==> config.mk <==
export PLATFORM = sky130hd
export DESIGN_NAME = uart_rx_tx_ring_buffers_top
export DESIGN_NICKNAME = d
export VERILOG_FILES = /design/src/rtl/uartrb_pkg.sv /design/src/rtl/uartrb_ram.sv /design/src/rtl/uart_rx_tx_ring_buffers_top.sv
export SDC_FILE = /design/constraint.sdc
export NUM_CORES = 1
export LEC_CHECK = 0
export BUFFER_PORTS_ARGS = -buffer_cell sky130_fd_sc_hd__buf_2
export CORE_MARGIN = 2
export CORE_UTILIZATION = 63
export CTS_BUF_LIST = sky130_fd_sc_hd__clkbuf_8
export DETAILED_ROUTE_END_ITERATION = 12
export GPL_TIMING_DRIVEN = 0
export PLACE_DENSITY = 0.79
export SLEW_MARGIN = 20
export SYNTH_ARGS = -nofsm -noshare
export SYNTH_HDL_FRONTEND = slang
export SYNTH_HIERARCHICAL = 1
export SYNTH_SLANG_ARGS = --single-unit
==> constraint.sdc <==
create_clock -name aclk -period 5.6 [get_ports aclk]
set_input_delay 0.28 -clock aclk [delete_from_list [all_inputs] [get_ports aclk]]
set_output_delay 0.28 -clock aclk [all_outputs]
set_load 0.005 [all_outputs]
==> src/rtl/uartrb_pkg.sv <==
// Shared constants, types and pointer helpers for the UART ring buffers.
// No dependencies; imported by uartrb_ram and uart_rx_tx_ring_buffers_top.
package uartrb_pkg;

    localparam int BYTE_W   = 8;
    localparam int RX_DEPTH = 64;
    localparam int TX_DEPTH = 64;
    localparam int RX_AW    = (RX_DEPTH > 1) ? $clog2(RX_DEPTH) : 1;
    localparam int TX_AW    = (TX_DEPTH > 1) ? $clog2(TX_DEPTH) : 1;

    localparam int S_TDATA_W = 8;
    localparam int S_TUSER_W = 2;
    localparam int M_TDATA_W = 24;

    typedef logic [RX_AW-1:0] rx_ptr_t;
    typedef logic [TX_AW-1:0] tx_ptr_t;

    typedef enum logic [S_TUSER_W-1:0] {
        KIND_LINE_RX  = 2'd0,
        KIND_TX_DONE  = 2'd1,
        KIND_HOST_RD  = 2'd2,
        KIND_HOST_WR  = 2'd3
    } kind_t;

    // Result word, first member is the top bits.
    typedef struct packed {
        logic [1:0]        pad;
        logic              tx_ready;
        logic              rx_nonempty;
        logic              tx_dropped;
        logic              rx_dropped;
        logic [BYTE_W-1:0] read_byte;
        logic              read_valid;
        logic [BYTE_W-1:0] line_byte;
        logic              line_send;
    } result_t;

    function automatic rx_ptr_t rx_adv(input rx_ptr_t p);
        return (p == RX_AW'(RX_DEPTH - 1)) ? '0 : p + 1'b1;
    endfunction

    function automatic tx_ptr_t tx_adv(input tx_ptr_t p);
        return (p == TX_AW'(TX_DEPTH - 1)) ? '0 : p + 1'b1;
    endfunction

endpackage

==> src/rtl/uartrb_ram.sv <==
// Simple dual-port byte RAM, one write and one registered read port.
// Depends on uartrb_pkg for the byte width.
module uartrb_ram #(
    parameter  int DEPTH = 64,
    localparam int AW    = (DEPTH > 1) ? $clog2(DEPTH) : 1
) (
    input  logic                        aclk,
    input  logic                        wr_en,
    input  logic [AW-1:0]               wr_addr,
    input  logic [uartrb_pkg::BYTE_W-1:0] wr_data,
    input  logic                        rd_en,
    input  logic [AW-1:0]               rd_addr,
    output logic [uartrb_pkg::BYTE_W-1:0] rd_data
);
    import uartrb_pkg::*;

    logic [BYTE_W-1:0] mem [DEPTH];
    logic [BYTE_W-1:0] rd_data_reg;

    always_ff @(posedge aclk) begin
        if (wr_en) begin
            mem[wr_addr] <= wr_data;
        end
        if (rd_en) begin
            rd_data_reg <= mem[rd_addr];
        end
    end

    assign rd_data = rd_data_reg;

endmodule

==> src/rtl/uart_rx_tx_ring_buffers_top.sv <==
// UART receive/transmit ring buffers, top level.
// Depends on uartrb_pkg and uartrb_ram (one instance per queue).
//
// Usage:
//   Slave channel: one event per transfer. s_tuser carries the kind (line byte
//   received, transmit complete, host read, host write), s_tdata the byte.
//   Master channel: exactly one result transfer per event, in event order.
//   Each queue lives in its own synchronous RAM; pointers and the
//   transmitter-free flag are flops updated in the accept cycle, so the
//   next event sees them at once. A byte written in one cycle can be read
//   by the very next event, since its RAM read is issued in a later cycle.
// Pipeline: the accepting edge issues the RAM read and loads the read stage;
//   the output register loads from the read stage once it is free, and
//   m_tvalid rises with it.
// Throughput: one event per cycle while the output is not stalled, set by
//   the single RAM access per queue per event.
// Reset (aresetn low, synchronous): pointers cleared, both queues empty,
//   transmitter marked busy, pipeline and output emptied. Queue contents are
//   not cleared; only written entries are ever read.
// Stall: while m_tready is low the result register holds, one more event
//   is taken into an empty read stage, then s_tready drops until it drains.
module uart_rx_tx_ring_buffers_top (
    input  logic                             aclk,
    input  logic                             aresetn,
    input  logic                             s_tvalid,
    output logic                             s_tready,
    input  logic [uartrb_pkg::S_TDATA_W-1:0] s_tdata,  // [7:0] data_byte
    input  logic [uartrb_pkg::S_TUSER_W-1:0] s_tuser,  // [1:0] kind
    output logic                             m_tvalid,
    input  logic                             m_tready,
    // [0] line_send, [8:1] line_byte, [9] read_valid, [17:10] read_byte,
    // [18] rx_dropped, [19] tx_dropped, [20] rx_nonempty, [21] tx_ready,
    // [23:22] zero
    output logic [uartrb_pkg::M_TDATA_W-1:0] m_tdata
);
    import uartrb_pkg::*;

    // Queue pointers and transmitter state
    rx_ptr_t rx_wr_reg, rx_wr_next, rx_rd_reg, rx_rd_next;
    tx_ptr_t tx_wr_reg, tx_wr_next, tx_rd_reg, tx_rd_next;
    logic    tx_free_reg, tx_free_next;

    // Read stage: the event waiting on RAM data
    logic              st_valid_reg;
    logic              st_rx_rd_reg, st_rx_rd_next;   // read_byte from rx RAM
    logic              st_tx_rd_reg, st_tx_rd_next;   // line_byte from tx RAM
    logic              st_direct_reg, st_direct_next; // line_byte from host
    logic [BYTE_W-1:0] st_byte_reg;
    logic              st_rx_drop_reg, st_rx_drop_next;
    logic              st_tx_drop_reg, st_tx_drop_next;
    logic              st_rx_ne_reg, st_tx_rdy_reg;

    // Output register
    logic    out_valid_reg;
    result_t out_res_reg, out_res_next;

    logic              accept, out_free, st_move;
    kind_t             kind;
    logic [BYTE_W-1:0] din;
    logic              rx_empty, rx_full, tx_empty, tx_full;
    rx_ptr_t           rx_wr_adv, rx_rd_adv;
    tx_ptr_t           tx_wr_adv, tx_rd_adv;
    logic              rx_we, rx_re, tx_we, tx_re;
    logic [BYTE_W-1:0] rx_rdata, tx_rdata;

    assign kind     = kind_t'(s_tuser);
    assign din      = s_tdata[BYTE_W-1:0];
    assign out_free = !out_valid_reg || m_tready;
    assign st_move  = st_valid_reg && out_free;
    assign s_tready = !st_valid_reg || out_free;
    assign accept   = s_tvalid && s_tready;

    assign rx_wr_adv = rx_adv(rx_wr_reg);
    assign rx_rd_adv = rx_adv(rx_rd_reg);
    assign tx_wr_adv = tx_adv(tx_wr_reg);
    assign tx_rd_adv = tx_adv(tx_rd_reg);
    assign rx_empty  = (rx_wr_reg == rx_rd_reg);
    assign tx_empty  = (tx_wr_reg == tx_rd_reg);
    assign rx_full   = (rx_wr_adv == rx_rd_reg);
    assign tx_full   = (tx_wr_adv == tx_rd_reg);

    // Event decode: pointer updates and RAM accesses in the accept cycle
    always_comb begin
        rx_wr_next      = rx_wr_reg;
        rx_rd_next      = rx_rd_reg;
        tx_wr_next      = tx_wr_reg;
        tx_rd_next      = tx_rd_reg;
        tx_free_next    = tx_free_reg;
        rx_we           = 1'b0;
        rx_re           = 1'b0;
        tx_we           = 1'b0;
        tx_re           = 1'b0;
        st_rx_rd_next   = 1'b0;
        st_tx_rd_next   = 1'b0;
        st_direct_next  = 1'b0;
        st_rx_drop_next = 1'b0;
        st_tx_drop_next = 1'b0;
        if (accept) begin
            unique case (kind)
                KIND_LINE_RX: begin
                    if (rx_full) begin
                        st_rx_drop_next = 1'b1;
                    end else begin
                        rx_we      = 1'b1;
                        rx_wr_next = rx_wr_adv;
                    end
                end
                KIND_TX_DONE: begin
                    if (!tx_empty) begin
                        tx_re         = 1'b1;
                        st_tx_rd_next = 1'b1;
                        tx_rd_next    = tx_rd_adv;
                    end else begin
                        tx_free_next = 1'b1;
                    end
                end
                KIND_HOST_RD: begin
                    if (!rx_empty) begin
                        rx_re         = 1'b1;
                        st_rx_rd_next = 1'b1;
                        rx_rd_next    = rx_rd_adv;
                    end
                end
                KIND_HOST_WR: begin
                    if (tx_free_reg) begin
                        tx_free_next   = 1'b0;
                        st_direct_next = 1'b1;
                    end else if (tx_full) begin
                        st_tx_drop_next = 1'b1;
                    end else begin
                        tx_we      = 1'b1;
                        tx_wr_next = tx_wr_adv;
                    end
                end
                default: ;
            endcase
        end
    end

    uartrb_ram #(.DEPTH(RX_DEPTH)) u_rx_ram (
        .aclk    (aclk),
        .wr_en   (rx_we),
        .wr_addr (rx_wr_reg),
        .wr_data (din),
        .rd_en   (rx_re),
        .rd_addr (rx_rd_reg),
        .rd_data (rx_rdata)
    );

    uartrb_ram #(.DEPTH(TX_DEPTH)) u_tx_ram (
        .aclk    (aclk),
        .wr_en   (tx_we),
        .wr_addr (tx_wr_reg),
        .wr_data (din),
        .rd_en   (tx_re),
        .rd_addr (tx_rd_reg),
        .rd_data (tx_rdata)
    );

    // Result assembly once RAM data is out
    always_comb begin
        out_res_next             = '0;
        out_res_next.line_send   = st_tx_rd_reg || st_direct_reg;
        out_res_next.line_byte   = st_tx_rd_reg  ? tx_rdata :
                                   st_direct_reg ? st_byte_reg : '0;
        out_res_next.read_valid  = st_rx_rd_reg;
        out_res_next.read_byte   = st_rx_rd_reg ? rx_rdata : '0;
        out_res_next.rx_dropped  = st_rx_drop_reg;
        out_res_next.tx_dropped  = st_tx_drop_reg;
        out_res_next.rx_nonempty = st_rx_ne_reg;
        out_res_next.tx_ready    = st_tx_rdy_reg;
    end

    always_ff @(posedge aclk) begin
        if (!aresetn) begin
            rx_wr_reg     <= '0;
            rx_rd_reg     <= '0;
            tx_wr_reg     <= '0;
            tx_rd_reg     <= '0;
            tx_free_reg   <= 1'b0;
            st_valid_reg  <= 1'b0;
            out_valid_reg <= 1'b0;
        end else begin
            rx_wr_reg   <= rx_wr_next;
            rx_rd_reg   <= rx_rd_next;
            tx_wr_reg   <= tx_wr_next;
            tx_rd_reg   <= tx_rd_next;
            tx_free_reg <= tx_free_next;
            if (accept) begin
                st_valid_reg <= 1'b1;
            end else if (st_move) begin
                st_valid_reg <= 1'b0;
            end
            if (st_move) begin
                out_valid_reg <= 1'b1;
            end else if (m_tready) begin
                out_valid_reg <= 1'b0;
            end
        end
    end

    // Payload registers, no reset
    always_ff @(posedge aclk) begin
        if (accept) begin
            st_rx_rd_reg   <= st_rx_rd_next;
            st_tx_rd_reg   <= st_tx_rd_next;
            st_direct_reg  <= st_direct_next;
            st_byte_reg    <= din;
            st_rx_drop_reg <= st_rx_drop_next;
            st_tx_drop_reg <= st_tx_drop_next;
            st_rx_ne_reg   <= (rx_wr_next != rx_rd_next);
            st_tx_rdy_reg  <= tx_free_next;
        end
        if (st_move) begin
            out_res_reg <= out_res_next;
        end
    end

    assign m_tvalid = out_valid_reg;
    assign m_tdata  = out_res_reg;

    // One event never both sends to the line and returns a host byte
    a_one_action: assert property (@(posedge aclk) disable iff (!aresetn)
        m_tvalid |-> !(out_res_reg.line_send && out_res_reg.read_valid))
        else $error("line send and host read in one result");

    // A receive drop only happens with a full, hence nonempty, queue
    a_rx_drop_nonempty: assert property (@(posedge aclk) disable iff (!aresetn)
        (m_tvalid && out_res_reg.rx_dropped) |-> out_res_reg.rx_nonempty)
        else $error("rx drop reported with empty receive queue");

    // A transmit drop means the write was not sent directly
    a_tx_drop_busy: assert property (@(posedge aclk) disable iff (!aresetn)
        (m_tvalid && out_res_reg.tx_dropped) |->
            (!out_res_reg.tx_ready && !out_res_reg.line_send))
        else $error("tx drop while transmitter free or sending");

    // Read stage never holds RAM data that the next access would clobber
    a_no_read_while_stalled: assert property (@(posedge aclk) disable iff (!aresetn)
        (st_valid_reg && !out_free) |-> !(rx_re || tx_re))
        else $error("RAM read issued while read stage stalled");

endmodule
==> summary by stage <==
Floorplanning
The height of the chip is 268 µm. The core region is 0.0687 mm². The initial utilization of the core area, before any placement, comes to approximately 64%. The floorplan has 96 rows. The overall die area is 0.0717 mm². The number of top-level pins is 40. The die extent in x is approximately 270 µm.

Worst setup path
The number of cells on the worst reg-to-reg path is 10. The largest individual stage delay along the critical path comes from the cell nor2_1. The sum of buffers and inverters on the critical path is 1. The slack of the worst reg-to-reg path is 1.39 ns.

By startpoint and endpoint, the worst setup path is classified as reg2reg. The data required time of the worst path is about 6.0 ns. In this run the critical register-to-register path is captured at u_tx_ram/mem[14][7]. The dominant delay contributor by cell family on the critical path is simple AND/OR/NAND/NOR gates. For this run, the slowest stage of the critical path takes 0.85 ns. For the worst setup path, the data arrival time is 4.64 ns. In this run the critical register-to-register path is launched from tx_wr_reg[0]. Of all nets on the critical path, the largest fanout is 14.

The worst setup path is launched from a flop. The critical path capture point type is a flop. The signal on the critical path passes through ha_1, and3_2, o21ai_1, a21oi_1, xnor2_1, o31a_1, buf_2, nor2b_1, nand3_1, nor2_1.

Synthesis
The average cell area after synthesis is 20.0 µm². The share of flip-flops with an asynchronous set or reset is 0%. The cell count after synthesis came out at 2187. edfxtp_1 is the most common cell in the netlist. The most used flip-flop cell after synthesis is edfxtp_1. Counting distinct cell types in the post-synthesis netlist gives 75. The synthesized design spends more area on one cell type than any other, namely edfxtp_1.

The commonest cells after synthesis are edfxtp_1, mux4_2, nor2_1. For this run, the number of Yosys warnings is 6. The proportion of netlist area held by the largest area contributor is 73.8%.

The synthesized flop and latch total is 1104. The number of synthesized flops with an enable pin is 1077. The portion of the post-synthesis area used by sequential elements is 75.0%. Sorting the synthesized cells by area gives the leading types as edfxtp_1, mux4_2, nor2_1. After synthesis the cells add up to approximately 0.044 mm².

CTS
TritonCTS created 167 clock buffers. The post-CTS setup buffer count is 0. CTS saw between 1000 and 1500 sinks. The clock tree from TritonCTS is yes. The clock passes through at most 3 buffers. The number of H-tree levels is 4. The clock latency reported for the late side of the worst-skew pair is 0.82 ns. The clock-pin slew of the registers on the worst-case setup and hold paths is 0.06 ns. The tree is rooted in a clkbuf_8.

Routing
After detailed routing, the number of vias per cell comes to 6.64. The number of vias in the routed layout is 23100. After detailed routing, the average wire length per cell comes to 29.5 µm. The total iterations of the first detailed-routing run is 6. The detailed-route DRC error count is 0.

Summed over all layers, the routed wires come to 103000 µm. The number of DRC violations after detailed-routing iteration 0 is 2800. The post-route antenna net violation count is 0.

STA
The final number of hold-violating endpoints is 0. The highest attainable clock frequency is about 240 MHz. After layout, the worst path uses 75.2% of the clock period. The final count of negative-setup-slack endpoints is 0. Counting I/O delays and the setup requirement, the final critical path takes 4.21 ns. The worst hold margin is 0.378 ns. The final-report max-slew violation count is 0. The remaining max-slew budget at the tightest pin is between 30 and 40%. For the pin with the worst max-slew slack, the measured transition is 1.03 ns. The setup TNS after final layout is 0 ns. Setup repair after global routing left no endpoint under its margin.

Across the routed clock network, the largest skew measured is 0.0261 ns.

GRT
Entering global routing, the biggest net connects approximately 110 pins. For this run the aggregate overflow at the end of global routing stands at 0. The number of global-route vias before repair was 23500. The number of antenna violations at the first check in global routing is 3. The total routing usage reported by global routing is 29.4%.

The wire length of the first global-routing pass is 149000 µm.

Placement
The count of buffers added on input and output ports is 37. The HPWL after detailed placement is 66000 µm. The congestion estimate from routability-driven global placement came to about 1. In this run, placement finished with an instance count of 3164.

Min path
The capture endpoint of the worst hold path is tx_rd_reg[1]. The worst hold path begins at aresetn. The path type of the worst min-delay path is in2reg.

The hold-critical path depth is 3.

Job
The tool flagged a number of max-cap violations equal to 0.

Layout
From synthesis to final layout, the design area changed by 10.9%. Cells with a size suffix above 1 make up 24.5% of the layout. The filler cells instantiated in the layout total 4089. Leaving out filler cells and counting taps, the final layout contains ~3500. Cells fill 70.7% of the core in the end. The final layout contains 2435 nets.

Outcome
The run finished with clean final reports.

Power and ir drop
Dividing total power by cell area gives a power density of 316 mW/mm². The standby leakage power is 15.0 nW. Across the VDD grid, the largest voltage drop is 293 µV.
per-layer routing:
layer  GRT usage (%)  share of wire, %
met1            37.6                36
met2            47.6                49
met3            6.69               9.8
met4            15.7               5.5
met5               0             0.013
worst min-delay path, delay by kind of cell:
kind                   cells  cell delay, ns
AND/OR/NAND/NOR            1            0.14
buffers and inverters      2            0.72
kinds of logic (layout without fill, tap and decap cells):
group                    count (synthesis)  after routing  share of synthesized area [%]
buffers and inverters                  130            488                           1.80
AO/OA/AOI/OAI                          169            169                           2.98
adder cells (fa/ha/maj)                  4              4                          0.114
flip-flops                            1104           1104                           75.0
other                                    1              5                        0.00855
XOR/XNOR                                33             33                          0.659
AND/OR/NAND/NOR                        415            415                           4.61
multiplexers                           331            331                           14.8
how the worst max path moves through the flow:
stage	start	endpoint	cells after the start
2_1_floorplan	tx_wr_reg[0]	u_tx_ram/mem[62][0]	10
3_3_place_gp	tx_wr_reg[0]	u_tx_ram/mem[22][7]	10
3_5_place_dp	tx_wr_reg[0]	u_tx_ram/mem[1][0]	9
4_1_cts	tx_wr_reg[0]	u_tx_ram/mem[1][4]	9
5_1_grt	tx_wr_reg[0]	u_tx_ram/mem[22][2]	10
6_report	tx_wr_reg[0]	u_tx_ram/mem[14][7]	10
power breakdown:
group          internal [mW]  switching [mW]  total (mW)
registers               9.09          0.0162        9.10
clock network           2.88            3.01        5.89
logic                  0.125           0.250       0.375
total                   12.1            3.28        15.4
stage by stage:
stage                     power (mW)  worst slack (ns)  cell area (µm²)
after floorplan                 9.42              2.61            43800
final                           15.4              1.39            48600
after global routing            15.8              1.28            48600
after CTS                       15.5              1.51            48600
after global placement          9.61              1.57            45200
after detailed placement        9.64              1.50            45500
cell usage in the layout (no fill, tap or decap), types with 40 or more instances in the layout:
cell type / count
clkbuf_8: 170
mux2i_1: 52
nand2_1: 55
buf_2: 58
clkbuf_1: 40
mux4_2: 252
inv_1: 70
nor2b_1: 46
nor2_1: 174
edfxtp_1: 1077
repair_timing:
item	in CTS	in global routing
endpoints found under the hold margin	314	0
resized for setup	0	0
hold buffers	15	0
setup endpoints to repair	0	0
layout make-up:
class	count	area, µm²	share of cell area, %
diodes	3	7.51	0.0154
multi-input cells	954	10200	21.0
plain buffers	122	758	1.56
clock inverters	128	602	1.24
repair buffers	60	606	1.25
inverters	8	30.0	0.0618
flip-flops and latches	1104	32900	67.7
well taps	931	1160	2.40
clock buffers	170	2340	4.81
Note: power is estimated with default switching activity, not from simulation.
